--- config.mk ---
export PLATFORM = sky130hd
export DESIGN_NAME = button_chord_decoder_flat
export DESIGN_NICKNAME = d
export VERILOG_FILES = /design/src/design/bcd_pkg.sv /design/src/design/bcd_req_if.sv /design/src/design/bcd_rsp_if.sv /design/src/design/bcd_csr_if.sv /design/src/design/bcd_fifo.sv /design/src/design/bcd_front.sv /design/src/design/bcd_back.sv /design/src/design/button_chord_decoder.sv /design/src/flat_wrapper.sv
export VERILOG_INCLUDE_DIRS = /design/src /design/src/design
export SDC_FILE = /design/constraint.sdc
export NUM_CORES = 1
export LEC_CHECK = 0
export BUFFER_PORTS_ARGS = -buffer_cell sky130_fd_sc_hd__buf_4
export CORE_MARGIN = 2
export CORE_UTILIZATION = 50
export DETAILED_ROUTE_END_ITERATION = 10
export PLACE_DENSITY = 0.72
export REMOVE_ABC_BUFFERS = 1
export SETUP_SLACK_MARGIN = 0.15
export SYNTH_ARGS = -nofsm -noshare
export SYNTH_HDL_FRONTEND = slang
export SYNTH_SLANG_ARGS = --single-unit
export TNS_END_PERCENT = 30
--- constraint.sdc ---
create_clock -name clock -period 6.1 [get_ports clock]
set_clock_uncertainty 0.15 [all_clocks]
set_input_delay 1.22 -clock clock [delete_from_list [all_inputs] [get_ports clock]]
set_output_delay 1.22 -clock clock [all_outputs]
set_load 0.05 [all_outputs]
--- src/design/assert_macros.svh ---
// assertion macros used by the top level rtl file
// a checked form for simulation and an empty form for synthesis
`ifndef ASSERT_MACROS_SVH
`define ASSERT_MACROS_SVH

`ifndef SYNTHESIS

// check on every rising clock edge, reset included
`define BCD_ASSERT_CLK(label, clk, prop, msg) \
   label: assert property (@(posedge clk) prop) else $error(msg);

// check only while out of reset
`define BCD_ASSERT_RST(label, clk, rst, prop, msg) \
   label: assert property (@(posedge clk) disable iff (rst) prop) else $error(msg);

`else

`define BCD_ASSERT_CLK(label, clk, prop, msg)
`define BCD_ASSERT_RST(label, clk, rst, prop, msg)

`endif

`endif

--- src/design/bcd_pkg.sv ---
// ---------------------------------------------------------------------------
// bcd_pkg
// types, constants and event codes of the button chord decoder
// ---------------------------------------------------------------------------
`timescale 1ns / 1ps
`default_nettype none

package bcd_pkg;

   // fixed key set
   localparam int KEY_COUNT         = 8;
   localparam int TICK_COUNTER_BITS = 12;
   localparam int QUEUE_DEPTH       = 2;

   // key positions in keys_raw
   localparam int K_POWER = 0;
   localparam int K_INFO  = 1;
   localparam int K_FORW  = 2;
   localparam int K_BACK  = 3;
   localparam int K_LOUD  = 4;
   localparam int K_QUIET = 5;
   localparam int K_SERV  = 6;
   localparam int K_AUTO  = 7;

   // field widths
   localparam int KEYS_W       = 8;
   localparam int EVENT_W      = 5;
   localparam int DEBOUNCE_W   = 8;
   localparam int LONG_W       = 12;
   localparam int CSR_INDEX_W  = 2;
   localparam int CSR_DATA_W   = 12;
   localparam int KEY_NUM_W    = 4;

   // register reset values
   localparam logic [DEBOUNCE_W-1:0] DEBOUNCE_RESET = 8'd2;
   localparam logic [LONG_W-1:0]     LONG_RESET     = 12'd90;

   // register indexes
   typedef enum logic [CSR_INDEX_W-1:0] {
      CSR_DEBOUNCE  = 2'd0,
      CSR_LONGPRESS = 2'd1,
      CSR_SERVNEXT  = 2'd2
   } csr_index_type;

   // event codes
   typedef enum logic [EVENT_W-1:0] {
      EV_NONE         = 5'd0,
      EV_STOP         = 5'd1,
      EV_SHUTDOWN     = 5'd2,
      EV_SERVICE      = 5'd3,
      EV_VOLUP        = 5'd4,
      EV_VOLDOWN      = 5'd5,
      EV_PREV         = 5'd6,
      EV_NEXT         = 5'd7,
      EV_FASTBACK     = 5'd8,
      EV_FASTFORW     = 5'd9,
      EV_INFO         = 5'd10,
      EV_DIRNEXT      = 5'd11,
      EV_DIRPREV      = 5'd12,
      EV_FILEFASTFORW = 5'd13,
      EV_FILEFASTBACK = 5'd14,
      EV_ANY          = 5'd15,
      EV_AUTOOFF      = 5'd16
   } event_type;

   // configuration registers as seen by the datapath
   typedef struct packed {
      logic [DEBOUNCE_W-1:0] debounce_ticks;
      logic [LONG_W-1:0]     long_press_ticks;
      logic                  service_as_next_dir;
   } cfg_type;

   // per-key classification of one tick
   typedef struct packed {
      logic [KEY_COUNT-1:0] held;
      logic [KEY_COUNT-1:0] rel;
      logic [KEY_COUNT-1:0] lng;
   } key_class_type;

   // chord decoder flags
   typedef struct packed {
      logic invalid;
      logic infodir;
      logic longff;
      logic service;
      logic shutdown;
      logic allowed;
   } chord_flags_type;

   // queue status toward the top level
   typedef struct packed {
      logic full;
      logic empty;
   } queue_status_type;

endpackage

`default_nettype wire

--- src/design/bcd_req_if.sv ---
// ---------------------------------------------------------------------------
// bcd_req_if
// poll tick channel carrying the raw key levels
// ---------------------------------------------------------------------------
`timescale 1ns / 1ps
`default_nettype none

interface bcd_req_if;
   import bcd_pkg::*;

   logic              valid;
   logic              ready;
   logic [KEYS_W-1:0] keys_raw;

   modport source (output valid, output keys_raw, input ready);
   modport sink (input valid, input keys_raw, output ready);
endinterface

`default_nettype wire

--- src/design/bcd_rsp_if.sv ---
// ---------------------------------------------------------------------------
// bcd_rsp_if
// event channel carrying one decoded event per tick
// ---------------------------------------------------------------------------
`timescale 1ns / 1ps
`default_nettype none

interface bcd_rsp_if;
   import bcd_pkg::*;

   logic               valid;
   logic               ready;
   logic [EVENT_W-1:0] event_code;
   logic               service_held;

   modport source (output valid, output event_code, output service_held, input ready);
   modport sink (input valid, input event_code, input service_held, output ready);
endinterface

`default_nettype wire

--- src/design/bcd_csr_if.sv ---
// ---------------------------------------------------------------------------
// bcd_csr_if
// register write channel
// ---------------------------------------------------------------------------
`timescale 1ns / 1ps
`default_nettype none

interface bcd_csr_if;
   import bcd_pkg::*;

   logic                   valid;
   logic                   ready;
   logic [CSR_INDEX_W-1:0] index;
   logic [CSR_DATA_W-1:0]  data;

   modport source (output valid, output index, output data, input ready);
   modport sink (input valid, input index, input data, output ready);
endinterface

`default_nettype wire

--- src/design/bcd_fifo.sv ---
// ---------------------------------------------------------------------------
// bcd_fifo
// short queue between key classification and chord decoding
// ---------------------------------------------------------------------------
`timescale 1ns / 1ps
`default_nettype none

module bcd_fifo #(
   parameter int WIDTH = 24,
   parameter int DEPTH = 2
) (
   input  wire logic                      clock,
   input  wire logic                      reset,
   input  wire logic                      push,
   input  wire logic [WIDTH-1:0]          push_data,
   input  wire logic                      pop,
   output logic [WIDTH-1:0]               head_data,
   output bcd_pkg::queue_status_type      status
);
   import bcd_pkg::*;

   localparam int PTR_W = (DEPTH > 1) ? $clog2(DEPTH) : 1;
   localparam int CNT_W = $clog2(DEPTH + 1);
   localparam logic [PTR_W-1:0] LAST_PTR = PTR_W'(DEPTH - 1);
   localparam logic [CNT_W-1:0] FULL_CNT = CNT_W'(DEPTH);

   logic [WIDTH-1:0] store_ff [DEPTH];
   logic [PTR_W-1:0] wr_ptr_ff, wr_ptr_in;
   logic [PTR_W-1:0] rd_ptr_ff, rd_ptr_in;
   logic [CNT_W-1:0] count_ff, count_in;

   // pointer and fill count update
   always_comb begin
      wr_ptr_in = wr_ptr_ff;
      rd_ptr_in = rd_ptr_ff;
      count_in  = count_ff;
      if (push) begin
         wr_ptr_in = (wr_ptr_ff == LAST_PTR) ? '0 : wr_ptr_ff + 1'b1;
      end
      if (pop) begin
         rd_ptr_in = (rd_ptr_ff == LAST_PTR) ? '0 : rd_ptr_ff + 1'b1;
      end
      if (push && !pop) begin
         count_in = count_ff + 1'b1;
      end else if (pop && !push) begin
         count_in = count_ff - 1'b1;
      end
   end

   always_ff @(posedge clock) begin
      if (reset) begin
         wr_ptr_ff <= '0;
         rd_ptr_ff <= '0;
         count_ff  <= '0;
      end else begin
         wr_ptr_ff <= wr_ptr_in;
         rd_ptr_ff <= rd_ptr_in;
         count_ff  <= count_in;
      end
   end

   // entry storage
   always_ff @(posedge clock) begin
      if (push) begin
         store_ff[wr_ptr_ff] <= push_data;
      end
   end

   assign head_data    = store_ff[rd_ptr_ff];
   assign status.full  = (count_ff == FULL_CNT);
   assign status.empty = (count_ff == '0);

endmodule

`default_nettype wire

--- src/design/bcd_front.sv ---
// ---------------------------------------------------------------------------
// bcd_front
// per-key debounce, release and long press tracking
// ---------------------------------------------------------------------------
`timescale 1ns / 1ps
`default_nettype none

module bcd_front #(
   parameter int TICK_BITS = bcd_pkg::TICK_COUNTER_BITS
) (
   input  wire logic                        clock,
   input  wire logic                        reset,
   input  wire logic                        accept,
   input  wire logic [bcd_pkg::KEYS_W-1:0]  keys_raw,
   input  wire bcd_pkg::cfg_type            cfg,
   output bcd_pkg::key_class_type           key_class
);
   import bcd_pkg::*;

   localparam int CMP_W = (TICK_BITS > LONG_W) ? TICK_BITS : LONG_W;
   localparam logic [TICK_BITS-1:0] CNT_MAX = {TICK_BITS{1'b1}};

   logic [TICK_BITS-1:0] elapsed_ff [KEY_COUNT];
   logic [TICK_BITS-1:0] elapsed_in [KEY_COUNT];
   logic [KEY_COUNT-1:0] bounce_ff, bounce_in;
   logic [KEY_COUNT-1:0] level_ff, level_in;
   logic [KEY_COUNT-1:0] long_ff, long_in;
   logic [KEY_COUNT-1:0] rel_now;

   // next key state, each key on its own
   always_comb begin
      logic [TICK_BITS-1:0] e;
      logic                 lvl;
      logic                 bnc;
      for (int k = 0; k < KEY_COUNT; k++) begin
         e   = elapsed_ff[k];
         lvl = keys_raw[k];
         bnc = bounce_ff[k];
         if (e != CNT_MAX) begin
            e = e + 1'b1;
         end
         // hold the trusted level while bouncing
         if (bnc) begin
            if (CMP_W'(e) > CMP_W'(cfg.debounce_ticks)) begin
               bnc = 1'b0;
            end else begin
               lvl = level_ff[k];
            end
         end
         if (lvl != level_ff[k]) begin
            bnc = 1'b1;
            e   = '0;
         end
         rel_now[k] = level_ff[k] & ~lvl & ~long_ff[k];
         if (rel_now[k]) begin
            long_in[k] = long_ff[k];
         end else if (lvl) begin
            long_in[k] = (CMP_W'(e) > CMP_W'(cfg.long_press_ticks));
         end else begin
            long_in[k] = 1'b0;
         end
         elapsed_in[k] = e;
         bounce_in[k]  = bnc;
         level_in[k]   = lvl;
      end
   end

   always_ff @(posedge clock) begin
      if (reset) begin
         for (int k = 0; k < KEY_COUNT; k++) begin
            elapsed_ff[k] <= '0;
         end
         bounce_ff <= '0;
         level_ff  <= '0;
         long_ff   <= '0;
      end else if (accept) begin
         elapsed_ff <= elapsed_in;
         bounce_ff  <= bounce_in;
         level_ff   <= level_in;
         long_ff    <= long_in;
      end
   end

   // classification handed to the decoder
   assign key_class.held = level_in | rel_now;
   assign key_class.rel  = rel_now;
   assign key_class.lng  = long_in;

endmodule

`default_nettype wire

--- src/design/bcd_back.sv ---
// ---------------------------------------------------------------------------
// bcd_back
// chord decoder and event output register
// ---------------------------------------------------------------------------
`timescale 1ns / 1ps
`default_nettype none

module bcd_back (
   input  wire logic                          clock,
   input  wire logic                          reset,
   input  wire logic                          head_valid,
   input  wire bcd_pkg::key_class_type        head,
   input  wire bcd_pkg::cfg_type              cfg,
   output logic                               pop,
   output logic                               rsp_valid,
   input  wire logic                          rsp_ready,
   output logic [bcd_pkg::EVENT_W-1:0]        rsp_event_code,
   output logic                               rsp_service_held
);
   import bcd_pkg::*;

   chord_flags_type        flags_ff, flags_in;
   logic [KEY_NUM_W-1:0]   count_ff, count_in;
   logic                   valid_ff;
   event_type              code_ff, code_in;
   logic                   held_ff;
   logic [KEY_NUM_W-1:0]   n;
   event_type              ev;
   logic                   emitted;
   logic                   one_key;
   logic                   many;

   // keys counted as pressed this tick
   always_comb begin
      n = '0;
      for (int k = 0; k < KEY_COUNT; k++) begin
         n = n + KEY_NUM_W'(head.held[k]);
      end
   end

   assign one_key = (n == KEY_NUM_W'(1));
   assign many    = (n > KEY_NUM_W'(1));

   // chord decode
   always_comb begin
      flags_in = flags_ff;
      ev       = EV_NONE;
      code_in  = EV_NONE;
      emitted  = 1'b0;
      count_in = count_ff;

      if (!head.held[K_POWER]) flags_in.allowed = 1'b1;
      if (flags_in.allowed && head.held[K_POWER]) flags_in.shutdown = 1'b1;
      if (flags_in.infodir && !head.held[K_INFO]) flags_in.invalid = 1'b1;
      if (n == '0) begin
         flags_in.invalid = 1'b0;
         flags_in.infodir = 1'b0;
      end

      if (!flags_in.shutdown && !flags_in.invalid) begin
         // single key events, later ones win
         if (one_key && head.rel[K_AUTO])  ev = EV_AUTOOFF;
         if (one_key && head.rel[K_LOUD])  ev = EV_VOLUP;
         if (one_key && head.rel[K_QUIET]) ev = EV_VOLDOWN;
         if (one_key && head.rel[K_BACK]) begin
            ev = EV_PREV;
         end else if (one_key && head.lng[K_BACK]) begin
            ev = EV_FASTBACK;
            flags_in.longff = 1'b1;
         end
         if (one_key && head.rel[K_FORW]) begin
            ev = EV_NEXT;
         end else if (one_key && head.lng[K_FORW]) begin
            ev = EV_FASTFORW;
            flags_in.longff = 1'b1;
         end
         if (one_key && head.rel[K_INFO] && !flags_in.infodir) ev = EV_INFO;
         if (cfg.service_as_next_dir && one_key && head.rel[K_SERV]) ev = EV_DIRNEXT;

         // chords
         if (many) begin
            if (head.held[K_INFO]) begin
               if (head.rel[K_FORW] && n == KEY_NUM_W'(2)) begin
                  ev = EV_DIRNEXT;
                  flags_in.infodir = 1'b1;
               end else if (head.rel[K_BACK] && n == KEY_NUM_W'(2)) begin
                  ev = EV_DIRPREV;
                  flags_in.infodir = 1'b1;
               end else if (head.lng[K_FORW] && n == KEY_NUM_W'(2)) begin
                  ev = EV_FILEFASTFORW;
                  flags_in.longff  = 1'b1;
                  flags_in.infodir = 1'b1;
               end else if (head.lng[K_BACK] && n == KEY_NUM_W'(2)) begin
                  ev = EV_FILEFASTBACK;
                  flags_in.longff  = 1'b1;
                  flags_in.infodir = 1'b1;
               end else if (n > KEY_NUM_W'(2)) begin
                  flags_in.invalid = 1'b1;
               end else if (!head.held[K_FORW] && !head.held[K_BACK]) begin
                  flags_in.invalid = 1'b1;
               end
            end else if (head.held[K_SERV]) begin
               if (head.held[K_FORW]) begin
                  if (head.held[K_BACK]) begin
                     if (n > KEY_NUM_W'(3)) begin
                        flags_in.invalid = 1'b1;
                     end else if (head.lng[K_SERV] && head.lng[K_BACK]
                                  && head.lng[K_FORW]) begin
                        flags_in.service = 1'b1;
                     end
                  end else if (n > KEY_NUM_W'(2)) begin
                     flags_in.invalid = 1'b1;
                  end
               end else if (head.held[K_BACK]) begin
                  if (n > KEY_NUM_W'(2)) flags_in.invalid = 1'b1;
               end else begin
                  flags_in.invalid = 1'b1;
               end
            end else begin
               flags_in.invalid = 1'b1;
            end
         end
      end

      // output priority
      if (flags_in.shutdown) begin
         flags_in.shutdown = 1'b0;
         code_in = EV_SHUTDOWN;
         emitted = 1'b1;
      end else if (flags_in.service) begin
         code_in = EV_SERVICE;
         emitted = 1'b1;
      end else if (flags_in.longff && !(ev inside {EV_FASTBACK, EV_FASTFORW,
                                                  EV_FILEFASTFORW, EV_FILEFASTBACK})) begin
         code_in = EV_STOP;
         emitted = 1'b1;
         flags_in.longff = 1'b0;
      end else if (flags_in.longff && flags_in.invalid) begin
         code_in = EV_STOP;
         emitted = 1'b1;
         flags_in.longff = 1'b0;
      end else if (ev != EV_NONE && !flags_in.invalid) begin
         code_in = ev;
         emitted = 1'b1;
      end

      // any-key release when nothing else goes out
      if (!emitted) begin
         if (n == '0 && count_ff != '0) code_in = EV_ANY;
         count_in = n;
      end else begin
         count_in = '0;
      end
   end

   // take the next tick when the output register is free or drains
   assign pop = head_valid && (!valid_ff || rsp_ready);

   always_ff @(posedge clock) begin
      if (reset) begin
         flags_ff <= '0;
         count_ff <= '0;
         valid_ff <= 1'b0;
      end else begin
         if (pop) begin
            flags_ff <= flags_in;
            count_ff <= count_in;
            valid_ff <= 1'b1;
         end else if (rsp_ready) begin
            valid_ff <= 1'b0;
         end
      end
   end

   // result payload
   always_ff @(posedge clock) begin
      if (pop) begin
         code_ff <= code_in;
         held_ff <= head.held[K_SERV];
      end
   end

   assign rsp_valid        = valid_ff;
   assign rsp_event_code   = code_ff;
   assign rsp_service_held = held_ff;

endmodule

`default_nettype wire

--- src/design/button_chord_decoder.sv ---
// ---------------------------------------------------------------------------
// button_chord_decoder
// eight-key poll tick debouncer and chord event decoder
// ---------------------------------------------------------------------------
//  channel   dir   handshake      payload
//  req_if    in    valid/ready    keys_raw[7:0]
//  rsp_if    out   valid/ready    event_code[4:0], service_held
//  csr_if    in    valid/ready    index[1:0], data[11:0]
//
//  one tick per cycle sustained while rsp is ready; a tick is classified in
//  the front as it is taken, then held in the queue and the event register
//  the two-entry queue lets the front keep taking ticks while rsp is stalled;
//  req ready drops only once the queue is full
//  synchronous reset clears key state and chord flags and sets the registers to their reset values; csr writes
//  are always taken
// ---------------------------------------------------------------------------
`timescale 1ns / 1ps
`default_nettype none

`include "assert_macros.svh"

module button_chord_decoder #(
   parameter int TICK_COUNTER_BITS = bcd_pkg::TICK_COUNTER_BITS
) (
   input  wire logic clock,
   input  wire logic reset,
   bcd_req_if.sink   req_if,
   bcd_rsp_if.source rsp_if,
   bcd_csr_if.sink   csr_if
);
   import bcd_pkg::*;

   localparam int CLASS_W = $bits(key_class_type);

   cfg_type          cfg_ff, cfg_in;
   key_class_type    front_class;
   key_class_type    head_class;
   logic [CLASS_W-1:0] head_bits;
   queue_status_type q_status;
   logic             req_accept;
   logic             pop;

   // register writes
   assign csr_if.ready = 1'b1;

   always_comb begin
      cfg_in = cfg_ff;
      if (csr_if.valid) begin
         case (csr_if.index)
            CSR_DEBOUNCE:  cfg_in.debounce_ticks      = csr_if.data[DEBOUNCE_W-1:0];
            CSR_LONGPRESS: cfg_in.long_press_ticks    = csr_if.data[LONG_W-1:0];
            CSR_SERVNEXT:  cfg_in.service_as_next_dir = csr_if.data[0];
            default:       cfg_in = cfg_ff;
         endcase
      end
   end

   always_ff @(posedge clock) begin
      if (reset) begin
         cfg_ff.debounce_ticks      <= DEBOUNCE_RESET;
         cfg_ff.long_press_ticks    <= LONG_RESET;
         cfg_ff.service_as_next_dir <= 1'b0;
      end else begin
         cfg_ff <= cfg_in;
      end
   end

   // front: key tracking
   assign req_if.ready = !q_status.full;
   assign req_accept   = req_if.valid && req_if.ready;

   bcd_front #(
      .TICK_BITS (TICK_COUNTER_BITS)
   ) u_front (
      .clock     (clock),
      .reset     (reset),
      .accept    (req_accept),
      .keys_raw  (req_if.keys_raw),
      .cfg       (cfg_ff),
      .key_class (front_class)
   );

   // queue between classification and decode
   bcd_fifo #(
      .WIDTH (CLASS_W),
      .DEPTH (QUEUE_DEPTH)
   ) u_fifo (
      .clock     (clock),
      .reset     (reset),
      .push      (req_accept),
      .push_data (front_class),
      .pop       (pop),
      .head_data (head_bits),
      .status    (q_status)
   );

   assign head_class = head_bits;

   // back: chord decoder
   bcd_back u_back (
      .clock            (clock),
      .reset            (reset),
      .head_valid       (!q_status.empty),
      .head             (head_class),
      .cfg              (cfg_ff),
      .pop              (pop),
      .rsp_valid        (rsp_if.valid),
      .rsp_ready        (rsp_if.ready),
      .rsp_event_code   (rsp_if.event_code),
      .rsp_service_held (rsp_if.service_held)
   );

   // checks
   `BCD_ASSERT_RST(a_pop_needs_entry, clock, reset, pop |-> !q_status.empty, "pop from empty queue")
   `BCD_ASSERT_RST(a_queue_status, clock, reset, !(q_status.full && q_status.empty), "queue full and empty")
   `BCD_ASSERT_CLK(a_cfg_reset, clock, reset |=> (cfg_ff.debounce_ticks == DEBOUNCE_RESET && cfg_ff.long_press_ticks == LONG_RESET && !cfg_ff.service_as_next_dir), "registers not at reset values")
   `BCD_ASSERT_RST(a_code_range, clock, reset, rsp_if.valid |-> (rsp_if.event_code <= EV_AUTOOFF), "event code out of range")

endmodule

`default_nettype wire
--- src/flat_wrapper.sv ---
// flat-port wrapper written by rule: the top's interface ports become plain ports
module button_chord_decoder_flat import bcd_pkg::*;
#(
   parameter int TICK_COUNTER_BITS = bcd_pkg::TICK_COUNTER_BITS
)
  (clock, reset, req_if_valid, req_if_keys_raw, req_if_ready, rsp_if_valid, rsp_if_event_code, rsp_if_service_held, rsp_if_ready, csr_if_valid, csr_if_index, csr_if_data, csr_if_ready);
  bcd_req_if req_if_i ();
  bcd_rsp_if rsp_if_i ();
  bcd_csr_if csr_if_i ();
  input  wire logic clock;
  input  wire logic reset;
  input wire logic [$bits(req_if_i.valid)-1:0] req_if_valid;
  input wire logic [$bits(req_if_i.keys_raw)-1:0] req_if_keys_raw;
  output wire logic [$bits(req_if_i.ready)-1:0] req_if_ready;
  output wire logic [$bits(rsp_if_i.valid)-1:0] rsp_if_valid;
  output wire logic [$bits(rsp_if_i.event_code)-1:0] rsp_if_event_code;
  output wire logic [$bits(rsp_if_i.service_held)-1:0] rsp_if_service_held;
  input wire logic [$bits(rsp_if_i.ready)-1:0] rsp_if_ready;
  input wire logic [$bits(csr_if_i.valid)-1:0] csr_if_valid;
  input wire logic [$bits(csr_if_i.index)-1:0] csr_if_index;
  input wire logic [$bits(csr_if_i.data)-1:0] csr_if_data;
  output wire logic [$bits(csr_if_i.ready)-1:0] csr_if_ready;
  assign req_if_i.valid = req_if_valid;
  assign req_if_i.keys_raw = req_if_keys_raw;
  assign req_if_ready = req_if_i.ready;
  assign rsp_if_valid = rsp_if_i.valid;
  assign rsp_if_event_code = rsp_if_i.event_code;
  assign rsp_if_service_held = rsp_if_i.service_held;
  assign rsp_if_i.ready = rsp_if_ready;
  assign csr_if_i.valid = csr_if_valid;
  assign csr_if_i.index = csr_if_index;
  assign csr_if_i.data = csr_if_data;
  assign csr_if_ready = csr_if_i.ready;
  button_chord_decoder #(.TICK_COUNTER_BITS(TICK_COUNTER_BITS)) u_core (.clock(clock), .reset(reset), .req_if(req_if_i), .rsp_if(rsp_if_i), .csr_if(csr_if_i));
endmodule
# == Yosys cells after proc, flatten, opt, wreduce, memory -nomap -nowiden ==
# Memory sizes are Yosys's and may differ from the RTL's. A register that Yosys moved wholly into a read port is not among the register bits.
# Cells that the tools add are included.
# op_classes
n_reduce_logical,54
order_cmp,19
bitwise_logic,33
n_mux,151
eq_ne,25
addsub,19
# op_table
op,count
12-bit 2-to-1 mux,16
5-bit 2-to-1 mux,23
1-bit 2-to-1 mux,103
12-bit by 1-bit adder with 12-bit output (second input constant),8
12-bit greater-than comparator,8
12-bit by 8-bit greater-than comparator with 1-bit output,8
12-bit != test (second input constant),8
1-bit logical AND,29
5-bit by 4-bit == test with 1-bit output (second input constant),4
4-bit by 1-bit adder with 4-bit output,4
1-bit bitwise AND,16
1-bit inverter,16
1-bit zero test,13
2-bit 2-to-1 mux,6
4-bit 2-to-1 mux,3
4-bit by 2-bit greater-than comparator with 1-bit output (second input constant),2
1-bit != test,8
8-bit bitwise OR,1
4-bit nonzero test,2
2-bit AND reduction,3
5-bit nonzero test,1
3-bit by 1-bit adder with 4-bit output,1
2-bit == test (second input constant),2
4-bit by 1-bit == test with 1-bit output (second input constant),1
12 further kinds,15
# word_totals
ram_bits,48
ff_bits,161
memories,1
input_bits,27
output_inout_bits,9
word_cells,328
# memory_table
name,depth,width,read_ports,rd_clocked_by_memory_dff,write_ports,line_no,rtl
u_core.u_fifo.store_ff,2,24,1,1,1,bcd_fifo.sv:27,logic [WIDTH-1:0] store_ff [DEPTH];

# == Logic depth before layout (Yosys ltp) ==
# logic_depth
word_depth,34
ltp_mapped,25
depth_no_buf,24

# == Cells and area by module ==
# Synthesis repeated with hierarchy kept, for this count alone.
# hier_totals
hier_cells,1771
area_unflattened_um2,15270.9
# modules_own_cells
mod,cells_each,seq_area_each_um2,instances,area_each_um2
bcd_front,1415,2402.3,1,11025.6
bcd_fifo,97,1541.5,1,1939.4
bcd_back,165,380.4,1,1371.3
button_chord_decoder,94,420.4,1,934.6

# == Worst setup path before layout ==
# Ideal clock, no wire load.
# synth_path
path_kind,reg2reg
from,register with a tool-made name
to,"register u_core.u_back.code_ff[1], in the netlist u_core.u_back.rsp_event_code[1] (data pin)"
path_stages_with_launch,20
setup_time_ns,0.265
required_time_ns,5.685
n_path_buf,5
slack_ns,0.548
arrival_time_ns,5.136
period_less_slack_ns,5.552
path_cell_list,dfxtp_1 > buf_6 > buf_8 > buf_6 > buf_2 > mux2_2 > fa_1 > fa_1 > fa_1 > ha_1 > inv_1 > fa_1 > clkbuf_1 > inv_1 > nor3b_1 > o31a_1 > a21oi_1 > nor3b_2 > and2_1 > or3_1
# synth_rtl
item,line_no,rtl
"end signal, assigned",bcd_back.sv:178,code_ff <= code_in;
"end, declared",bcd_back.sv:25,"event_type code_ff, code_in;"

==> results by stage <==
Critical path:
- The most critical setup path has its startpoint at u_core.u_front.elapsed_ff[24]$_SDFFE_PP0P_.
- The cell occurring most often along the worst timing path is sky130_fd_sc_hd__ha_1.
- The worst setup path is captured at a flip-flop.
- Counting cells, the worst reg-to-reg path comes to 24.
- On the worst path, the slowest cell contributes a delay of 450 ps.
- The startpoint type of the worst setup path is a flip-flop.
- The setup path with the least slack is of type reg -> reg.
- For the worst setup path, the data arrival time is 5870 ps.
- The internal reg-to-reg setup slack is 430 ps.
- The start of the worst register-to-register path is u_core.u_front.elapsed_ff[24]$_SDFFE_PP0P_.
- Of all nets on the critical path, the largest fanout is 9.
- The cell with the largest stage delay on the worst path is sky130_fd_sc_hd__dfxtp_1.
- The critical path goes through ha_1 > and4_1 > nand4_1 > mux2_2 > ha_1 > nor2b_1 > o21a_1 > o21a_1 > o21a_1 > o21ai_0 > buf_4 > a21boi_0 > a31oi_1 > ha_1 > inv_1 > a21oi_1 > ha_1 > a21o_1 > a21o_1 > a21oi_1 > o211a_1 > nor4_2 > and4_1 > a311o_1.
- For the worst setup path, the data required time is 6300 ps.

Synthesis:
- The library cell with the largest summed area after synthesis is sky130_fd_sc_hd__dfxtp_1.
- Yosys instantiated no cell more often than sky130_fd_sc_hd__nand2_1.
- Counting flops with a built-in enable in the synthesized netlist gives 42.
- Ranked by total cell area, the synthesized netlist is headed by sky130_fd_sc_hd__dfxtp_1, sky130_fd_sc_hd__ha_1, sky130_fd_sc_hd__edfxtp_1, sky130_fd_sc_hd__nand2_1, sky130_fd_sc_hd__a21oi_1.
- The predominant post-synthesis flop cell is sky130_fd_sc_hd__dfxtp_1.
- The commonest cells after synthesis are sky130_fd_sc_hd__nand2_1, sky130_fd_sc_hd__a21oi_1, sky130_fd_sc_hd__ha_1.
- The number of synthesized register bits is 198.
- The mean cell area of the mapped netlist is 8.32 um2.
- In this run the cell area of the synthesized design comes to 0.0147 mm2.
- Of all flip-flops after synthesis, the portion carrying an async set or reset was 0%.
- Yosys mapped the design onto 93 distinct sky130hd cell types.
- The synthesized instance count is 1,765.
- The share of the Yosys chip area taken by registers is 29.9%.
- The yosys synthesis warning count is 0.
- Summed over its instances, the top area cell type makes up 21.3% of the synthesized netlist area.

Route:
- Dividing the detail-routed wire length by the instance count gives 18.8 um.
- The detail route stage leaves a number of antenna-violating nets equal to 0.
- The first detailed-routing pass took 7 iterations.
- The total routed wirelength is 40.6 mm.
- The final route contains 13,300 vias.
- The vias per cell is 6.14.
- After the first detailed-routing iteration, the DRC count stood at 1,002.
- The number of DRC violations after detailed routing is 0.

Clock network:
- TritonCTS built the clock tree.
- The H-tree depth reported by CTS is 4.
- The root cell of the clock tree is sky130_fd_sc_hd__clkbuf_16.
- The number of clock buffers added by TritonCTS is 17.
- The clock network latency to the later pin of the worst-skew pair is 460 ps.
- In this run the deepest clock path goes through 2 buffers.
- Clock-pin slew was measured on the worst setup and hold paths at 80 ps.
- The number of clock sinks is 198.

Floorplan:
- The x dimension of the die is 175 um.
- The die covers 0.0307 mm2.
- The core region is 0.0288 mm2.
- The initial utilization of the core area, before any placement, comes to 51.0%.
- For this design the top-level I/O count stands at 36.
- The initialized floorplan defines 62 standard-cell rows.
- The floorplan die height is 175 um.

Place:
- The global placer's final weighted congestion is 0.913.
- The number of placed instances, taps included is 2,128.
- The HPWL after detailed placement is 28.2 mm.
- The quantity of I/O buffers inserted on ports is 34.

Cells and area:
- The diode insertion count for antenna repair is 0.
- The fraction of layout instances using a drive strength above 1 is 8.61%.
- In the final design database the tool counted 1,976 nets.
- The synthesis-to-layout area growth is 8.32%.
- The count of non-filler cells in the finished layout is 2,162.

Pwr:
- The worst ir drop on vdd is 0.000342 V.
- The power density over the cells is 343 mW/mm2.
- The switching power as a share of total power is 43.3%.
- The leakage power total is 0.00678 uW.
- Internal power comes to 3100 uW.
- In this run, the clock network consumes 21.4% of the power.
- Combinational logic burns 48.9% of the power.
- Per report_power, the sequential group accounts for 29.6% of the total.
- The net switching power of the design is 2360 uW.

STA:
- The highest attainable clock frequency is 176 MHz.
- Setup violations remaining at the end of the flow were counted as 0.
- The post-route setup TNS is 0 ps.
- At the pin with the least slew margin, the transition time is 1140 ps.
- The smallest clock period supported by the final layout is computed as 5670 ps.
- Setup repair after global routing could not meet its margin everywhere.
- The remaining max-slew budget at the tightest pin is 24.0%.
- The post-route clock period utilization is 93.0%.
- The final-report hold violation count came to 0.
- The number of pins with negative max-slew slack in the final report is 0.

GRT:
- The via count of the first global-routing pass was 12,600.
- Global routing used 26.3% of the available tracks.
- For this run the aggregate overflow at the end of global routing stands at 0.
- The global-route wire length before repair is 64.5 mm.
- The initial antenna violation count is 0.
- The largest net degree at the start of global routing is 83.

Status:
- The run finished with clean final reports.

Run:
- Max-cap violations in this run came to 0.

Worst hold path:
- The worst min-delay path class is reg -> reg.
## per-stage QoR
stage          total power [uW]  instance area (um2)  hold WS (ps)  utilization (%)  setup WS [ps]
2_1_floorplan              3590                14400           261                -            147
3_3_place_gp               4180                15300           276             53.0            389
3_5_place_dp               4250                15300           283             53.0            356
4_1_cts                    5430                15900           302             55.1            293
5_1_grt                    5810                15900           328             55.3           81.8
6_report                   5460                15900           300             55.3            426
## per-layer routing
layer  vias to the layer above  GRT usage, %  part of all wire, %
met1                      6312          35.1                   46
met5                         -             0                    0
li1                       6430             -                    -
met2                       431          42.3                   45
met3                        92          4.09                  6.1
met4                         0          11.1                  3.4
## cells by family after synthesis
group,after synthesis,synth area share (%)
flops,198,29.9
fa+ha+maj,184,15.9
simple gates,712,24.6
buf+inv,128,3.49
compound gates,427,18.5
mux,49,3.65
other cells,1,0.0255
xor+xnor,66,3.94
## power groups by stage
stage,sequential [uW],clock (uW),combinational [uW]
after floorplan,1710,0,1880
after global placement,1640,0,2540
after detailed placement,1640,0,2600
after CTS,1620,1190,2620
after global routing,1630,1240,2940
final,1620,1170,2670
## critical path, delay by kind of cell (launching register included)
kind,cells,cell delay (ps)
adders and majority gates,4,1120
muxes,1,330
buffers and inverters,2,380
DFF,1,450
AOI/OAI and AO/OA,12,2260
and+or+nand+nor,5,870
## how the worst min path moves through the flow
stage                                               end                                      from  cells after the start
6_report                                      flip-flop                                 flip-flop                      2
5_1_grt        u_core.u_front.bounce_ff[4]$_SDFFE_PP0P_  u_core.u_front.bounce_ff[4]$_SDFFE_PP0P_                      2
4_1_cts                                       flip-flop                                 flip-flop                      2
3_5_place_dp                                  flip-flop                                 flip-flop                      2
3_3_place_gp     u_core.u_front.long_ff[3]$_SDFFE_PP0P_    u_core.u_front.long_ff[3]$_SDFFE_PP0P_                      2
2_1_floorplan    u_core.u_front.long_ff[3]$_SDFFE_PP0P_    u_core.u_front.long_ff[3]$_SDFFE_PP0P_                      2
## final cells by class
type / count / area [um2]
Fill cell: 2634 / 12900
Inverter: 56 / 211
Sequential cell: 198 / 4380
Clock buffer: 21 / 493
Multi-Input combinational cell: 1439 / 9830
Clock inverter: 11 / 101
Tap cell: 384 / 480
Timing Repair Buffer: 53 / 398
## state kept, by name, indices dropped and copies added (netlist names), named ones only
name	cells
u_core.u_back.count_ff	4
u_core.u_fifo.store_ff	36
u_core.u_fifo.rd_ptr_ff	1
u_core.u_back.rsp_service_held	1
u_core.u_back.rsp_valid	1
u_core.u_front.bounce_ff	8
u_core.u_front.long_ff	3
u_core.u_back.rsp_event_code	5
u_core.cfg_ff	21
u_core.u_front.level_ff	8
u_core.u_front.elapsed_ff	96
u_core.u_fifo.wr_ptr_ff	1
u_core.u_back.flags_ff	5
u_core.u_fifo.count_ff	2
## timing repair
| action | CTS | global route |
|---|---|---|
| buffers inserted | 0 | 2 |
| hold buffers | 0 | 0 |
| gates resized for setup | 0 | 7 |
| setup endpoints to repair | 0 | 12 |
## cell usage in the layout, fill, tap and decap left out, types with 8 or more instances in the layout
| cell type | Yosys | final |
|---|---|---|
| sky130_fd_sc_hd__a211oi_1 | 10 | 10 |
| sky130_fd_sc_hd__a21o_1 | 51 | 51 |
| sky130_fd_sc_hd__a21oi_1 | 191 | 191 |
| sky130_fd_sc_hd__a31oi_1 | 19 | 19 |
| sky130_fd_sc_hd__and2_1 | 55 | 55 |
| sky130_fd_sc_hd__and3_1 | 27 | 27 |
| sky130_fd_sc_hd__and4_1 | 20 | 20 |
| sky130_fd_sc_hd__buf_4 | 1 | 53 |
| sky130_fd_sc_hd__clkbuf_16 | 0 | 19 |
| sky130_fd_sc_hd__dfxtp_1 | 156 | 156 |
| sky130_fd_sc_hd__edfxtp_1 | 42 | 42 |
| sky130_fd_sc_hd__ha_1 | 180 | 179 |
| sky130_fd_sc_hd__inv_1 | 54 | 53 |
| sky130_fd_sc_hd__mux2_2 | 23 | 23 |
| sky130_fd_sc_hd__mux2i_1 | 24 | 23 |
| sky130_fd_sc_hd__nand2_1 | 270 | 269 |
| sky130_fd_sc_hd__nand2b_1 | 28 | 28 |
| sky130_fd_sc_hd__nand3_1 | 58 | 57 |
| sky130_fd_sc_hd__nand4_1 | 56 | 56 |
| sky130_fd_sc_hd__nor2_1 | 79 | 79 |
| sky130_fd_sc_hd__nor2b_1 | 22 | 22 |
| sky130_fd_sc_hd__nor3_1 | 34 | 34 |
| sky130_fd_sc_hd__nor4_1 | 9 | 8 |
| sky130_fd_sc_hd__o211ai_1 | 14 | 14 |
| sky130_fd_sc_hd__o21a_1 | 11 | 11 |
| sky130_fd_sc_hd__o21ai_0 | 48 | 48 |
| sky130_fd_sc_hd__o31ai_1 | 10 | 10 |
| sky130_fd_sc_hd__or2_2 | 12 | 12 |
| sky130_fd_sc_hd__xnor2_1 | 50 | 50 |
| sky130_fd_sc_hd__xor2_1 | 16 | 16 |
Note: power is estimated with default switching activity, not from simulation.
